==> src/rtl/touch_key_long_press_classifier_top_macros.svh <==
// assertion macros used by tklp_back
`ifndef TOUCH_KEY_LONG_PRESS_CLASSIFIER_TOP_MACROS_SVH
`define TOUCH_KEY_LONG_PRESS_CLASSIFIER_TOP_MACROS_SVH

`ifndef SYNTHESIS
// same-cycle implication
`define TKLP_ASSERT_NOW(lbl, clk, rstn, ante, cons) \
    lbl: assert property (@(posedge clk) disable iff (!rstn) (ante) |-> (cons)) \
        else $error("assertion failed");
// next-cycle implication
`define TKLP_ASSERT_NEXT(lbl, clk, rstn, ante, cons) \
    lbl: assert property (@(posedge clk) disable iff (!rstn) (ante) |=> (cons)) \
        else $error("assertion failed");
`else
`define TKLP_ASSERT_NOW(lbl, clk, rstn, ante, cons)
`define TKLP_ASSERT_NEXT(lbl, clk, rstn, ante, cons)
`endif

`endif

==> src/rtl/tklp_pkg.sv <==
`default_nettype none

package tklp_pkg;

    // reported key events
    typedef enum logic [2:0] {
        EV_NONE  = 3'd0,
        EV_POWER = 3'd1,
        EV_SPEED = 3'd2,
        EV_TIMER = 3'd3,
        EV_MODE  = 3'd4,
        EV_WIFI  = 3'd5,
        EV_BUSY  = 3'd6
    } tklp_event_t;

    // item kinds decided by the front part
    typedef enum logic [1:0] {
        KIND_TICK  = 2'd0,
        KIND_BUSY  = 2'd1,
        KIND_CLEAR = 2'd2,
        KIND_SCAN  = 2'd3
    } tklp_kind_t;

    // configuration register indexes
    typedef enum logic [2:0] {
        REG_POWER_CODE = 3'd0,
        REG_SPEED_CODE = 3'd1,
        REG_TIMER_CODE = 3'd2,
        REG_MODE_CODE  = 3'd3,
        REG_WIFI_CODE  = 3'd4,
        REG_HOLD_TICKS = 3'd5,
        REG_SHORT_REP  = 3'd6,
        REG_LONG_REP   = 3'd7
    } tklp_reg_t;

    localparam int CODE_W    = 8;
    localparam int HOLD_W    = 16;
    localparam int REP_W     = 8;
    localparam int CFG_W     = 16;
    localparam int IN_DATA_W = 24;
    localparam int OUT_DATA_W = 8;

    // queue depth, power of two
    localparam int QUEUE_DEPTH = 2;
    localparam int QPTR_W      = $clog2(QUEUE_DEPTH);
    localparam int QCNT_W      = $clog2(QUEUE_DEPTH + 1);

    // register reset values
    localparam logic [CODE_W-1:0] RST_POWER_CODE = 8'd1;
    localparam logic [CODE_W-1:0] RST_SPEED_CODE = 8'd2;
    localparam logic [CODE_W-1:0] RST_TIMER_CODE = 8'd4;
    localparam logic [CODE_W-1:0] RST_MODE_CODE  = 8'd8;
    localparam logic [CODE_W-1:0] RST_WIFI_CODE  = 8'd16;
    localparam logic [HOLD_W-1:0] RST_HOLD_TICKS = 16'd50;
    localparam logic [REP_W-1:0]  RST_SHORT_REP  = 8'd20;
    localparam logic [REP_W-1:0]  RST_LONG_REP   = 8'd40;

    // one classified item
    typedef struct packed {
        tklp_kind_t        kind;
        logic [CODE_W-1:0] status_main;
        logic [CODE_W-1:0] status_aux;
    } tklp_entry_t;

    // front to queue write request
    typedef struct packed {
        logic        push;
        tklp_entry_t entry;
    } tklp_push_t;

    // queue status toward both sides
    typedef struct packed {
        logic full;
        logic valid;
    } tklp_qstat_t;

endpackage

`default_nettype wire

==> src/rtl/touch_key_long_press_classifier_top.sv <==
// a scan transfer is written into the queue, then popped by the back part into the output register
// throughput: one item per cycle unless a result waits in the output slot with m_tready low;
// and ticks retire without using the output slot
// reset: asynchronous, active low; clears the queue, state and output valid flag and
// returns every configuration register to its default code and threshold
`default_nettype none

module touch_key_long_press_classifier_top
(
    input  wire logic                            clk,
    input  wire logic                            rst_n,
    input  wire logic                            s_tvalid,
    output logic                                 s_tready,
    input  wire logic [tklp_pkg::IN_DATA_W-1:0]  s_tdata,   // status_main, status_aux, motor_busy
    input  wire logic                            s_tuser,   // mode
    output logic                                 m_tvalid,
    input  wire logic                            m_tready,
    output logic [tklp_pkg::OUT_DATA_W-1:0]      m_tdata,   // key_event, key_touched
    input  wire logic                            cfg_we,
    input  wire logic [2:0]                      cfg_index,
    input  wire logic [tklp_pkg::CFG_W-1:0]      cfg_data
);

    tklp_pkg::tklp_push_t  wr;
    tklp_pkg::tklp_qstat_t qstat;
    tklp_pkg::tklp_entry_t head;
    logic                  pop;

    // classify incoming transfers
    tklp_front u_front
    (
        .s_tvalid (s_tvalid),
        .s_tready (s_tready),
        .s_tdata  (s_tdata),
        .s_tuser  (s_tuser),
        .qstat    (qstat),
        .wr       (wr)
    );

    // short queue between the two parts
    tklp_queue u_queue
    (
        .clk   (clk),
        .rst_n (rst_n),
        .wr    (wr),
        .pop   (pop),
        .qstat (qstat),
        .head  (head)
    );

    // key state and results
    tklp_back u_back
    (
        .clk       (clk),
        .rst_n     (rst_n),
        .cfg_we    (cfg_we),
        .cfg_index (cfg_index),
        .cfg_data  (cfg_data),
        .qstat     (qstat),
        .head      (head),
        .pop       (pop),
        .m_tvalid  (m_tvalid),
        .m_tready  (m_tready),
        .m_tdata   (m_tdata)
    );

endmodule

`default_nettype wire

==> src/rtl/tklp_front.sv <==
`default_nettype none

module tklp_front
(
    input  wire logic                           s_tvalid,
    output logic                                s_tready,
    input  wire logic [tklp_pkg::IN_DATA_W-1:0] s_tdata,  // status_main, status_aux, motor_busy
    input  wire logic                           s_tuser,  // mode
    input  wire tklp_pkg::tklp_qstat_t          qstat,
    output tklp_pkg::tklp_push_t                wr
);

    logic [tklp_pkg::CODE_W-1:0] status_main;
    logic [tklp_pkg::CODE_W-1:0] status_aux;
    logic                        motor_busy;

    // unpack the transfer
    assign status_main = s_tdata[7:0];
    assign status_aux  = s_tdata[15:8];
    assign motor_busy  = s_tdata[16];

    assign s_tready = !qstat.full;

    // decide the item kind
    always_comb
    begin
        wr.push              = s_tvalid && !qstat.full;
        wr.entry.status_main = status_main;
        wr.entry.status_aux  = status_aux;
        if (!s_tuser)
        begin
            wr.entry.kind = tklp_pkg::KIND_TICK;
        end
        else if (motor_busy)
        begin
            wr.entry.kind = tklp_pkg::KIND_BUSY;
        end
        else if ((status_main == '0) == (status_aux == '0))
        begin
            wr.entry.kind = tklp_pkg::KIND_CLEAR;
        end
        else
        begin
            wr.entry.kind = tklp_pkg::KIND_SCAN;
        end
    end

endmodule

`default_nettype wire

==> src/rtl/tklp_queue.sv <==
`default_nettype none

module tklp_queue
(
    input  wire logic                 clk,
    input  wire logic                 rst_n,
    input  wire tklp_pkg::tklp_push_t wr,
    input  wire logic                 pop,
    output tklp_pkg::tklp_qstat_t     qstat,
    output tklp_pkg::tklp_entry_t     head
);

    tklp_pkg::tklp_entry_t              mem_reg [tklp_pkg::QUEUE_DEPTH];
    logic [tklp_pkg::QPTR_W-1:0]        head_reg;
    logic [tklp_pkg::QPTR_W-1:0]        head_next;
    logic [tklp_pkg::QPTR_W-1:0]        tail_reg;
    logic [tklp_pkg::QPTR_W-1:0]        tail_next;
    logic [tklp_pkg::QCNT_W-1:0]        count_reg;
    logic [tklp_pkg::QCNT_W-1:0]        count_next;

    assign qstat.full  = (count_reg == tklp_pkg::QCNT_W'(tklp_pkg::QUEUE_DEPTH));
    assign qstat.valid = (count_reg != '0);
    assign head        = mem_reg[head_reg];

    // pointer and fill count update
    always_comb
    begin
        head_next  = head_reg;
        tail_next  = tail_reg;
        count_next = count_reg;
        if (wr.push)
        begin
            tail_next = tail_reg + 1'b1;
        end
        if (pop)
        begin
            head_next = head_reg + 1'b1;
        end
        if (wr.push && !pop)
        begin
            count_next = count_reg + 1'b1;
        end
        else if (!wr.push && pop)
        begin
            count_next = count_reg - 1'b1;
        end
    end

    always_ff @(posedge clk or negedge rst_n)
    begin
        if (!rst_n)
        begin
            head_reg  <= '0;
            tail_reg  <= '0;
            count_reg <= '0;
        end
        else
        begin
            head_reg  <= head_next;
            tail_reg  <= tail_next;
            count_reg <= count_next;
        end
    end

    // entry storage
    always_ff @(posedge clk)
    begin
        if (wr.push)
        begin
            mem_reg[tail_reg] <= wr.entry;
        end
    end

endmodule

`default_nettype wire

==> src/rtl/tklp_back.sv <==
`default_nettype none

`include "touch_key_long_press_classifier_top_macros.svh"

module tklp_back
(
    input  wire logic                            clk,
    input  wire logic                            rst_n,
    input  wire logic                            cfg_we,
    input  wire logic [2:0]                      cfg_index,
    input  wire logic [tklp_pkg::CFG_W-1:0]      cfg_data,
    input  wire tklp_pkg::tklp_qstat_t           qstat,
    input  wire tklp_pkg::tklp_entry_t           head,
    output logic                                 pop,
    output logic                                 m_tvalid,
    input  wire logic                            m_tready,
    output logic [tklp_pkg::OUT_DATA_W-1:0]      m_tdata   // key_event, key_touched
);

    // configuration registers
    logic [tklp_pkg::CODE_W-1:0] power_code_reg;
    logic [tklp_pkg::CODE_W-1:0] speed_code_reg;
    logic [tklp_pkg::CODE_W-1:0] timer_code_reg;
    logic [tklp_pkg::CODE_W-1:0] mode_code_reg;
    logic [tklp_pkg::CODE_W-1:0] wifi_code_reg;
    logic [tklp_pkg::HOLD_W-1:0] hold_ticks_reg;
    logic [tklp_pkg::REP_W-1:0]  short_rep_reg;
    logic [tklp_pkg::REP_W-1:0]  long_rep_reg;

    // classifier state
    logic                        counting_reg, counting_next;
    logic [tklp_pkg::HOLD_W-1:0] hold_count_reg, hold_count_next;
    logic                        touched_reg, touched_next;
    tklp_pkg::tklp_event_t       cur_key_reg, cur_key_next;
    logic [tklp_pkg::CODE_W-1:0] prev_main_reg, prev_main_next;
    logic [tklp_pkg::CODE_W-1:0] prev_aux_reg, prev_aux_next;
    logic [tklp_pkg::REP_W-1:0]  wifi_rep_reg, wifi_rep_next;
    logic [tklp_pkg::REP_W-1:0]  timer_rep_reg, timer_rep_next;
    logic [tklp_pkg::REP_W-1:0]  mode_rep_reg, mode_rep_next;

    // output register
    logic                        out_valid_reg, out_valid_next;
    tklp_pkg::tklp_event_t       out_event_reg, out_event_next;
    logic                        out_touched_reg, out_touched_next;

    logic [tklp_pkg::CODE_W-1:0] m;
    logic [tklp_pkg::CODE_W-1:0] a;

    function automatic logic [tklp_pkg::REP_W-1:0] sat_inc(input logic [tklp_pkg::REP_W-1:0] v);
        sat_inc = (v == '1) ? v : v + 1'b1;
    endfunction

    assign m        = head.status_main;
    assign a        = head.status_aux;
    assign m_tvalid = out_valid_reg;
    assign m_tdata  = {4'b0000, out_touched_reg, out_event_reg};

    // ticks never need the output slot
    assign pop = qstat.valid &&
                 (head.kind == tklp_pkg::KIND_TICK || !out_valid_reg || m_tready);

    // state update for the popped item
    always_comb
    begin
        counting_next    = counting_reg;
        hold_count_next  = hold_count_reg;
        touched_next     = touched_reg;
        cur_key_next     = cur_key_reg;
        prev_main_next   = prev_main_reg;
        prev_aux_next    = prev_aux_reg;
        wifi_rep_next    = wifi_rep_reg;
        timer_rep_next   = timer_rep_reg;
        mode_rep_next    = mode_rep_reg;
        out_valid_next   = out_valid_reg && !m_tready;
        out_event_next   = out_event_reg;
        out_touched_next = out_touched_reg;
        if (pop)
        begin
            unique case (head.kind)
                tklp_pkg::KIND_TICK:
                begin
                    if (counting_reg && hold_count_reg != '1)
                    begin
                        hold_count_next = hold_count_reg + 1'b1;
                    end
                end
                tklp_pkg::KIND_BUSY:
                begin
                    out_valid_next   = 1'b1;
                    out_event_next   = tklp_pkg::EV_BUSY;
                    out_touched_next = 1'b0;
                end
                tklp_pkg::KIND_CLEAR:
                begin
                    counting_next    = 1'b0;
                    hold_count_next  = '0;
                    touched_next     = 1'b0;
                    cur_key_next     = tklp_pkg::EV_NONE;
                    prev_main_next   = '0;
                    prev_aux_next    = '0;
                    wifi_rep_next    = '0;
                    timer_rep_next   = '0;
                    mode_rep_next    = '0;
                    out_valid_next   = 1'b1;
                    out_event_next   = tklp_pkg::EV_NONE;
                    out_touched_next = 1'b0;
                end
                tklp_pkg::KIND_SCAN:
                begin
                    // changed status restarts qualification
                    if ((m != '0 && m != prev_main_reg) || (a != '0 && a != prev_aux_reg))
                    begin
                        counting_next   = 1'b1;
                        hold_count_next = '0;
                        touched_next    = 1'b0;
                        cur_key_next    = tklp_pkg::EV_NONE;
                    end
                    // hold reached: qualification check
                    if (hold_count_next >= hold_ticks_reg)
                    begin
                        if (a != wifi_code_reg && a != timer_code_reg && a != mode_code_reg)
                        begin
                            counting_next   = 1'b0;
                            hold_count_next = '0;
                            wifi_rep_next   = '0;
                            timer_rep_next  = '0;
                            mode_rep_next   = '0;
                        end
                        else
                        begin
                            hold_count_next = '0;
                        end
                        if (m != '0)
                        begin
                            if (m == power_code_reg)
                            begin
                                touched_next = 1'b1;
                                cur_key_next = tklp_pkg::EV_POWER;
                            end
                            else
                            begin
                                touched_next = 1'b0;
                                cur_key_next = tklp_pkg::EV_NONE;
                            end
                            wifi_rep_next = '0;
                        end
                        if (a != '0)
                        begin
                            if (a == speed_code_reg)
                            begin
                                touched_next = 1'b1;
                                cur_key_next = tklp_pkg::EV_SPEED;
                            end
                            else if (a == timer_code_reg)
                            begin
                                timer_rep_next = sat_inc(timer_rep_next);
                                if (timer_rep_next >= short_rep_reg)
                                begin
                                    touched_next    = 1'b1;
                                    cur_key_next    = tklp_pkg::EV_TIMER;
                                    counting_next   = 1'b0;
                                    hold_count_next = '0;
                                end
                            end
                            else if (a == mode_code_reg)
                            begin
                                mode_rep_next = sat_inc(mode_rep_next);
                                if (mode_rep_next >= short_rep_reg)
                                begin
                                    touched_next    = 1'b1;
                                    cur_key_next    = tklp_pkg::EV_MODE;
                                    counting_next   = 1'b0;
                                    hold_count_next = '0;
                                end
                            end
                            else if (a == wifi_code_reg)
                            begin
                                wifi_rep_next = sat_inc(wifi_rep_next);
                                if (wifi_rep_next >= long_rep_reg)
                                begin
                                    touched_next    = 1'b1;
                                    cur_key_next    = tklp_pkg::EV_WIFI;
                                    counting_next   = 1'b0;
                                    hold_count_next = '0;
                                end
                            end
                            else
                            begin
                                touched_next = 1'b0;
                                cur_key_next = tklp_pkg::EV_NONE;
                            end
                        end
                    end
                    prev_main_next   = m;
                    prev_aux_next    = a;
                    out_valid_next   = 1'b1;
                    out_event_next   = cur_key_next;
                    out_touched_next = touched_next;
                end
                default:
                begin
                end
            endcase
        end
    end

    // configuration writes
    always_ff @(posedge clk or negedge rst_n)
    begin
        if (!rst_n)
        begin
            power_code_reg <= tklp_pkg::RST_POWER_CODE;
            speed_code_reg <= tklp_pkg::RST_SPEED_CODE;
            timer_code_reg <= tklp_pkg::RST_TIMER_CODE;
            mode_code_reg  <= tklp_pkg::RST_MODE_CODE;
            wifi_code_reg  <= tklp_pkg::RST_WIFI_CODE;
            hold_ticks_reg <= tklp_pkg::RST_HOLD_TICKS;
            short_rep_reg  <= tklp_pkg::RST_SHORT_REP;
            long_rep_reg   <= tklp_pkg::RST_LONG_REP;
        end
        else if (cfg_we)
        begin
            unique case (tklp_pkg::tklp_reg_t'(cfg_index))
                tklp_pkg::REG_POWER_CODE: power_code_reg <= cfg_data[7:0];
                tklp_pkg::REG_SPEED_CODE: speed_code_reg <= cfg_data[7:0];
                tklp_pkg::REG_TIMER_CODE: timer_code_reg <= cfg_data[7:0];
                tklp_pkg::REG_MODE_CODE:  mode_code_reg  <= cfg_data[7:0];
                tklp_pkg::REG_WIFI_CODE:  wifi_code_reg  <= cfg_data[7:0];
                tklp_pkg::REG_HOLD_TICKS: hold_ticks_reg <= cfg_data;
                tklp_pkg::REG_SHORT_REP:  short_rep_reg  <= cfg_data[7:0];
                tklp_pkg::REG_LONG_REP:   long_rep_reg   <= cfg_data[7:0];
                default:
                begin
                end
            endcase
        end
    end

    // state and output registers
    always_ff @(posedge clk or negedge rst_n)
    begin
        if (!rst_n)
        begin
            counting_reg    <= 1'b0;
            hold_count_reg  <= '0;
            touched_reg     <= 1'b0;
            cur_key_reg     <= tklp_pkg::EV_NONE;
            prev_main_reg   <= '0;
            prev_aux_reg    <= '0;
            wifi_rep_reg    <= '0;
            timer_rep_reg   <= '0;
            mode_rep_reg    <= '0;
            out_valid_reg   <= 1'b0;
        end
        else
        begin
            counting_reg    <= counting_next;
            hold_count_reg  <= hold_count_next;
            touched_reg     <= touched_next;
            cur_key_reg     <= cur_key_next;
            prev_main_reg   <= prev_main_next;
            prev_aux_reg    <= prev_aux_next;
            wifi_rep_reg    <= wifi_rep_next;
            timer_rep_reg   <= timer_rep_next;
            mode_rep_reg    <= mode_rep_next;
            out_valid_reg   <= out_valid_next;
        end
    end

    // result payload
    always_ff @(posedge clk)
    begin
        out_event_reg   <= out_event_next;
        out_touched_reg <= out_touched_next;
    end

    // checks
    `TKLP_ASSERT_NEXT(a_clear_resets, clk, rst_n,
        pop && head.kind == tklp_pkg::KIND_CLEAR,
        !counting_reg && hold_count_reg == '0 && wifi_rep_reg == '0 &&
        timer_rep_reg == '0 && mode_rep_reg == '0)
    `TKLP_ASSERT_NEXT(a_busy_result, clk, rst_n,
        pop && head.kind == tklp_pkg::KIND_BUSY,
        out_valid_reg && out_event_reg == tklp_pkg::EV_BUSY && !out_touched_reg)
    `TKLP_ASSERT_NOW(a_touched_key, clk, rst_n,
        1'b1,
        touched_reg == (cur_key_reg != tklp_pkg::EV_NONE))

endmodule

`default_nettype wire
==> config.mk <==
export PLATFORM = sky130hd
export DESIGN_NAME = touch_key_long_press_classifier_top
export DESIGN_NICKNAME = d
export VERILOG_FILES = /design/src/rtl/tklp_pkg.sv /design/src/rtl/touch_key_long_press_classifier_top.sv /design/src/rtl/tklp_front.sv /design/src/rtl/tklp_queue.sv /design/src/rtl/tklp_back.sv
export VERILOG_INCLUDE_DIRS = /design/src /design/src/rtl
export SDC_FILE = /design/constraint.sdc
export NUM_CORES = 1
export LEC_CHECK = 0
export BUFFER_PORTS_ARGS = -buffer_cell sky130_fd_sc_hd__buf_2
export CAP_MARGIN = 20
export CORE_ASPECT_RATIO = 1.25
export CORE_MARGIN = 3
export CORE_UTILIZATION = 40
export DETAILED_ROUTE_END_ITERATION = 8
export GPL_TIMING_DRIVEN = 0
export PLACE_DENSITY = 0.59
export SYNTH_ARGS = -nofsm -noshare
export SYNTH_HDL_FRONTEND = slang
export SYNTH_SLANG_ARGS = --single-unit
==> constraint.sdc <==
create_clock -name clk -period 11.5 [get_ports clk]
set_input_delay 1.725 -clock clk [delete_from_list [all_inputs] [get_ports clk]]
set_output_delay 1.725 -clock clk [all_outputs]
set_load 0.01 [all_outputs]
==> results by group, run 1 <==
Status
  – Outcome: finished clean

Floorplanning
  – Die Width: 148.3 um
  – Io pins: 59
  – Initial core utilization: 41.06%
  – Die Y: 183.9 um
  – Core ar.: 0.02466 mm2
  – Site Rows: 64
  – Die Area: 0.02728 mm2

Placed design
  – DP HPWL: 17660 um
  – Placed Instance Area: 0.01084 mm2
  – Gpl congestion: 0.8255
  – IO buf count: 43

Job
  – Max-cap violations: 0

Synth
  – Yosys top cell by area: dfrtp_1
  – Sequential cell area fraction in the yosys report: 46.11%
  – Yosys warns: 0
  – Synth Instances: 937
  – Distinct cells, synth: 76
  – Prevailing post-synth register cell: dfrtp_1
  – Post-synth EDFFs: 40
  – Largest cells by area after synthesis: dfrtp_1 31%, edfxtp_1 12%, mux2_2 8.8%
  – Cell area after synthesis: 0.01013 mm2
  – Synth Register Bits: 178
  – Area fraction of the dominant cell type after synthesis: 31.13%
  – Async S/R FF share, synth: 77.53%
  – Top cells by count, synth: 126 x dfrtp_1, 79 x mux2_2, 71 x nand2_1, 58 x xnor2_1, 49 x nor2_1
  – Count leader, synth: dfrtp_1
  – Mean Syn Cell Area: 10.81 um2

Pwr
  – Leakage: 4.671 nW
  – Power Dens Cells: 193.8 mW/mm2
  – Peak supply drop: 0.1014 mV

Finish
  – Filler cell count: 2365
  – Max FFs per register: 36
  – Final instance area: 0.01142 mm2
  – Final nets: 1101
  – Area grow syn2layout: 12.72%
  – ANT cells: 0
  – Share of layout cells above drive strength 1: 20.88%

Drt
  – First-pass iteration count of the detailed router: 7
  – Drt wl/cell: 17.75 um
  – DR iter-0 viols: 387
  – Vias: 7291
  – Final WL: 23960 um
  – Number of vias per cell: 5.401
  – Post-DRT Antenna Nets: 0
  – DRC: 0

Global routing
  – Pin count of the biggest net entering global routing: 93
  – First-pass GRT wire length: 39260 um
  – Congestion Overflow GR: 0
  – Initial antenna violation count: 0
  – Vias in the first global route: 7390
  – GRT Overall Usage: 18.14%

Worst setup path
  – R2r worst-path depth: 23
  – Reg-to-reg endpoint: u_back.out_event_reg[1]
  – Crit. End Element: flop
  – Critical path class: flop to flop
  – Startpoint types: flop
  – Critical-path maximum fanout: 10
  – Req. time, crit path: 11650 ps
  – Worst r2r src: u_queue.head_reg
  – CP Data Arrival Time: 6660 ps
  – R2r setup slk: 5000 ps

STA
  – Max Clock Freq: 153.7 MHz
  – Pins Over Slew Limit: 0
  – Fin. Hold Viols: 0
  – # setup viols final: 0
  – Unrepaired setup endpoints after global routing: no
  – Period utilization: 56.56%
  – Final setup TNS: 0 ps
  – Tightest Pin Transition: 926.6 ps
  – Slew margin rel.: 37.82%
  – Clock Skew: 15.68 ps
  – Final worst path period need: 6505 ps

Clocking
  – TritonCTS clock tree: done
  – Clk sinks: 178
  – TritonCTS buffer count: 17
  – CTS-repair resized insts: 0
  – Post-CTS setup buffer count: 0
  – Deepest clock path buffer count: 2
  – H-tree depth: 4
  – CTS root buffer: clkbuf_16
  – Clk Latency, worst-skew pair: 430 ps
  – Clk slew on worst S/H paths: 70 ps
  – Hold buffer count at CTS: 0

Hold path
  – Hold Path Origin: u_back.prev_aux_reg[3]
  – WHS Endpoint: u_back.prev_aux_reg[3]
  – Hold WC Path Type: flop to flop
  – Worst Hold Depth: 2
[critical path, stage by stage (launching register included)]
cell and delay [ps]:
dfrtp_1 370, buf_6 170, buf_6 190, mux2i_4 420, xnor2_1 110, nor4_1 380, nand2_1 400, nand3_2 270
buf_2 280, nand2_1 210, nor2_1 230, ha_1 180, clkbuf_1 270, nand3_1 260, a311oi_2 430, mux2_2 400
ha_1 270, a211o_1 110, o211ai_1 70, a31oi_1 420, nor3_1 80, o31a_1 320, o2111ai_1 230, nand3_1 120
[placed cells by master (no fill, tap or decap), drive strengths merged, types with 16 or more instances in the layout]
master / Yosys / layout
clkbuf: 17 / 37
buf: 14 / 61
nor2: 50 / 50
nor3: 22 / 22
xnor2: 58 / 58
inv: 44 / 53
a22o: 17 / 17
nand3: 43 / 43
ha: 45 / 45
and2: 16 / 16
dfrtp: 126 / 126
mux2i: 21 / 21
mux2: 79 / 79
nor4: 16 / 16
nand2: 72 / 72
a21oi: 40 / 40
edfxtp: 40 / 40
o21ai: 50 / 50
xor2: 18 / 18
[how the worst max path moves through the flow]
stage                              end  cells after the start        startpoint  slack [ps]
2_1_floorplan  u_back.out_event_reg[1]                     24  u_queue.head_reg        6340
3_3_place_gp   u_back.out_event_reg[1]                     23  u_queue.head_reg        5050
3_5_place_dp   u_back.out_event_reg[1]                     24  u_queue.head_reg        5040
4_1_cts        u_back.out_event_reg[1]                     24  u_queue.head_reg        4990
5_1_grt        u_back.out_event_reg[1]                     22  u_queue.head_reg        4540
6_report       u_back.out_event_reg[1]                     23  u_queue.head_reg        5000
[per-layer routing]
layer | vias up | share of wire (%) | GRT usage [%]
li1 | 3572 | - | -
met4 | 0 | 2.4 | 6.100
met1 | 3560 | 45 | 23.54
met3 | 33 | 2.5 | 2.441
met5 | - | 0 | 0
met2 | 126 | 50 | 31.36
[per-stage QoR]
| stage | setup WS, ps | hold slack, ps | cells | util, % | power, mW |
|---|---|---|---|---|---|
| floorplan | 6336 | 460.8 | 940 | - | 1.447 |
| global placement | 5053 | 475.5 | 1313 | 43.65 | 1.635 |
| detailed placement | 5043 | 491.6 | 1317 | 43.93 | 1.656 |
| CTS | 4992 | 506.1 | 1349 | 46.26 | 2.237 |
| global route | 4541 | 520.6 | 1350 | 46.29 | 2.347 |
| finish | 4995 | 500.3 | 1350 | 46.29 | 2.213 |
[layout make-up]
| cell class | instances | area, um2 | area share [%] |
|---|---|---|---|
| multi-input cells | 687 | 5130 | 44.94 |
| flip-flops and latches | 178 | 4669 | 40.90 |
| clock buffers | 19 | 432.9 | 3.792 |
| well taps | 330 | 412.9 | 3.617 |
| repair buffers | 48 | 284.0 | 2.488 |
| plain buffers | 31 | 181.4 | 1.589 |
| inverters | 44 | 165.2 | 1.447 |
| clock inverters | 13 | 140.1 | 1.228 |
[report_power, final]
group,leakage [nW],switching (mW),internal [mW]
Combinational,2.29,0.411,0.311
Sequential,2.09,0.101,0.810
Clock,0.285,0.271,0.308
[cell families after synthesis]
group	after synthesis	share of synthesized area, %
simple gates	280	14.83
compound gates	182	12.06
flops	178	46.11
mux	100	11.42
xor+xnor	76	6.573
buf+inv	75	3.422
fa+ha+maj	45	5.560
other cells	1	0.03703
No activity file was read; power rests on OpenSTA's default activity.
==> run 2, diff against run 1 <==
--- a/config.mk
+++ b/config.mk
@@ -6,6 +6,7 @@
 export SDC_FILE = /design/constraint.sdc
 export NUM_CORES = 1
 export LEC_CHECK = 0
+export ABC_AREA = 1
 export BUFFER_PORTS_ARGS = -buffer_cell sky130_fd_sc_hd__buf_2
 export CAP_MARGIN = 20
 export CORE_ASPECT_RATIO = 1.25
==> constraint.sdc (replaced) <==
create_clock -name clk -period 6.7 [get_ports clk]
set_input_delay 1.005 -clock clk [delete_from_list [all_inputs] [get_ports clk]]
set_output_delay 1.005 -clock clk [all_outputs]
set_load 0.01 [all_outputs]
==> run 2 against run 1 <==
Utilization decreased by 0.23 points. Setup slack got worse by 3400 ps. Sequential power increased by 70%. First-iteration DRC count increased by 50%. Synthesized cell count increased by 56%. Final cell count increased by 40%. Global-route usage increased by 1.4 points. Clock power increased by 110%. Combinational power increased by 130%. Flip-flop and latch count unchanged.
==> results by group, run 2 <==
Status
  – Outcome: finished clean

STA
  – Max Clock Freq: 195.6 MHz (+27%)
  – PnR worst setup slack: 1588 ps (-3408 ps)
  – Pins Over Slew Limit: 0 (unchanged)
  – Clock Skew: 9.555 ps (-6.126 ps)
  – Slew margin rel.: 40.37% (+2.6 points)
  – Final setup TNS: 0 ps (unchanged)
  – Fin. Hold Viols: 0 (unchanged)
  – Tightest Pin Transition: 893.5 ps (-33.08 ps)
  – # setup viols final: 0 (unchanged)
  – Unrepaired setup endpoints after global routing: no
  – Period utilization: 76.30% (+20 points)
  – Final worst path period need: 5112 ps (-1392 ps)

Drt
  – Max layer used: met4
  – DR iter-0 viols: 582 (+50%)
  – Final WL: 28050 um (+17%)
  – Vias: 9460 (+30%)
  – Post-DRT Antenna Nets: 0 (unchanged)
  – Met2 routed WL: 14050 um (+17%)
  – First-pass iteration count of the detailed router: 5 (-2)
  – Met3 WL: 959 um (+63%)
  – DRC: 0 (unchanged)
  – Number of vias per cell: 4.989 (-7.6%)
  – Drt wl/cell: 14.79 um (-17%)
  – Wl on met1: 12410 um (+15%)

Finish
  – Final nets: 1632 (+48%)
  – Max FFs per register: 36 (unchanged)
  – Share of layout cells above drive strength 1: 11.61% (-9.3 points)
  – Commonest non-fill, non-tap cell in the layout: nand2_1
  – ANT cells: 0 (unchanged)
  – Core Util, Final: 46.05% (-0.23 points)
  – Area grow syn2layout: 13.01%
  – Most frequent cells in the layout: 481 x nand2_1, 206 x inv_1, 126 x dfrtp_1

Clocking
  – Deepest clock path buffer count: 2 (unchanged)
  – H-tree depth: 4 (unchanged)
  – Clk Latency, worst-skew pair: 440 ps (about the same)
  – CTS root buffer: clkbuf_16
  – TritonCTS buffer count: 17 (unchanged)
  – Post-CTS setup buffer count: 0 (unchanged)
  – Clk slew on worst S/H paths: 70 ps (about the same)
  – Clk sinks: 178 (unchanged)
  – CTS-repair resized insts: 0 (unchanged)
  – TritonCTS clock tree: done
  – Hold buffer count at CTS: 0 (unchanged)

Synth
  – Largest cells by area after synthesis: dfrtp_1 29%, nand2_1 16%, edfxtp_1 11%
  – Top cells by count, synth: 481 x nand2_1, 206 x inv_1, 126 x dfrtp_1, 89 x o21ai_0, 86 x nor2_1
  – Synth Instances: 1466 (+56%)
  – Sequential cell area fraction in the yosys report: 42.58% (-3.5 points)
  – Async S/R FF share, synth: 77.53% (unchanged)
  – Mean Syn Cell Area: 7.481 um2 (-31%)
  – Area fraction of the dominant cell type after synthesis: 28.75% (-2.4 points)
  – Prevailing post-synth register cell: dfrtp_1
  – Count leader, synth: nand2_1
  – Cell area after synthesis: 0.01097 mm2 (+8.3%)
  – Distinct cells, synth: 49 (-36%)
  – Post-synth EDFFs: 40 (unchanged)
  – Synth Register Bits: 178 (unchanged)
  – Yosys top cell by area: dfrtp_1
  – Yosys warns: 0 (unchanged)

Pwr
  – Peak supply drop: 0.2235 mV (+120%)
  – Power Dens Cells: 353.4 mW/mm2 (+82%)
  – Psw: 1.681 mW (+110%)
  – Sw frac: 38.37% (+3.0 points)
  – Part of the power in combinational logic: 37.5% (+4.9 points)
  – Leakage: 6.405 nW (+37%)
  – Clock network power share: 27.1% (+0.9 points)
  – P_int: 2.699 mW (+89%)
  – Seq pwr share: 35.4% (-5.8 points)

Placed design
  – Pre-CTS setup slack: 1592 ps (-3451 ps)
  – Gpl congestion: 0.8877 (+7.5%)
  – IO buf count: 47 (+9.3%)
  – DP HPWL: 21090 um (+19%)

Floorplanning
  – Die Y: 191.1 um (+3.9%)
  – Die Area: 0.02945 mm2 (+8.0%)
  – Die Width: 154.1 um (+3.9%)
  – Core ar.: 0.02691 mm2 (+9.1%)
  – Site Rows: 67 (+4.7%)
  – Io pins: 59 (unchanged)
  – Initial core utilization: 40.75% (-0.31 points)

Global routing
  – Congestion Overflow GR: 0 (unchanged)
  – Vias in the first global route: 9002 (+22%)
  – GRT Overall Usage: 19.52% (+1.4 points)
  – First-pass GRT wire length: 46060 um (+17%)
  – Initial antenna violation count: 0 (unchanged)
  – Pin count of the biggest net entering global routing: 72 (-23%)

Worst setup path
  – CP max-delay cell: dfrtp_1
  – CP Data Arrival Time: 5290 ps (-1370 ps)
  – Most used cell, CP: nand2_1
  – Worst path bufs/invs: 8 (+4)
  – Critical path class: flop to flop
  – Req. time, crit path: 6880 ps (-4770 ps)
  – Critical-path maximum fanout: 10 (unchanged)
  – Critical path's top delay family: simple AND/OR/NAND/NOR gates
  – Startpoint types: flop
  – Slowest Stage Delay on Critical Path: 410 ps (-20 ps)
  – Crit. End Element: flop

Hold path
  – Hold WC Path Type: flop to flop

Job
  – Max-cap violations: 0 (unchanged)
[run 2: power by group through the flow]
stage	sequential, mW	clock (mW)	combinational, mW
after floorplan	1.54	0	1.20
after CTS	1.55	1.21	1.65
final	1.55	1.19	1.64
after global routing	1.59	1.26	1.86
after detailed placement	1.57	0	1.64
after global placement	1.57	0	1.60
[run 2: final cells by class]
cell class                      instances  area [um2]
Buffer                                 40       250.2
Clock inverter                         14       257.7
Tap cell                              345       431.7
Sequential cell                       178        4669
Multi-Input combinational cell       1037        5255
Clock buffer                           18       429.2
Fill cell                            2676       14520
Inverter                              214       808.3
Timing Repair Buffer                   50       291.5
[run 2: tightest hold or removal path: stages, from the launching register on]
cell and delay [ps]:
dfrtp_1 350, nand2_1 60, nand2_1 50
[run 2: worst paths after layout]
path,from,endpoint,slack (ps),cells past startpoint
max,u_queue.head_reg,u_back.out_event_reg[1],1590,37
min,u_back.timer_rep_reg[6],u_back.timer_rep_reg[6],490,2
max reg2reg,u_queue.head_reg,u_back.out_event_reg[1],1590,37
min reg2reg,u_back.timer_rep_reg[6],u_back.timer_rep_reg[6],490,2
max in group asynchronous,rst_n,u_back.long_rep_reg[5],5250,2
min in group asynchronous,rst_n,u_back.hold_count_reg[13],590,1
[run 2: per-stage QoR]
stage	hold WS (ps)	std cells	total power, mW	instance area [um2]
2_1_floorplan	449.4	1469	2.736	10980
3_3_place_gp	465.3	1861	3.169	11640
3_5_place_dp	474.5	1863	3.215	11700
4_1_cts	491.4	1895	4.411	12390
5_1_grt	508.8	1896	4.706	12390
6_report	488.0	1896	4.379	12390
[run 2: cell families (layout without fill, tap and decap cells)]
logic type | count (synthesis) | count (layout) | share of synthesized area [%]
AO/OA/AOI/OAI | 210 | 210 | 10.59
XOR/XNOR | 42 | 42 | 3.354
adder cells (fa/ha/maj) | 45 | 45 | 5.134
buffers and inverters | 254 | 336 | 9.652
flip-flops | 178 | 178 | 42.58
other | 1 | 4 | 0.03419
AND/OR/NAND/NOR | 736 | 736 | 28.66
[run 2: metal layers]
metal / track usage [%] / vias up
li1: - / 4839
met4: 6.320 / 0
met5: 0 / -
met2: 34.15 / 182
met1: 24.67 / 4397
met3: 3.080 / 42
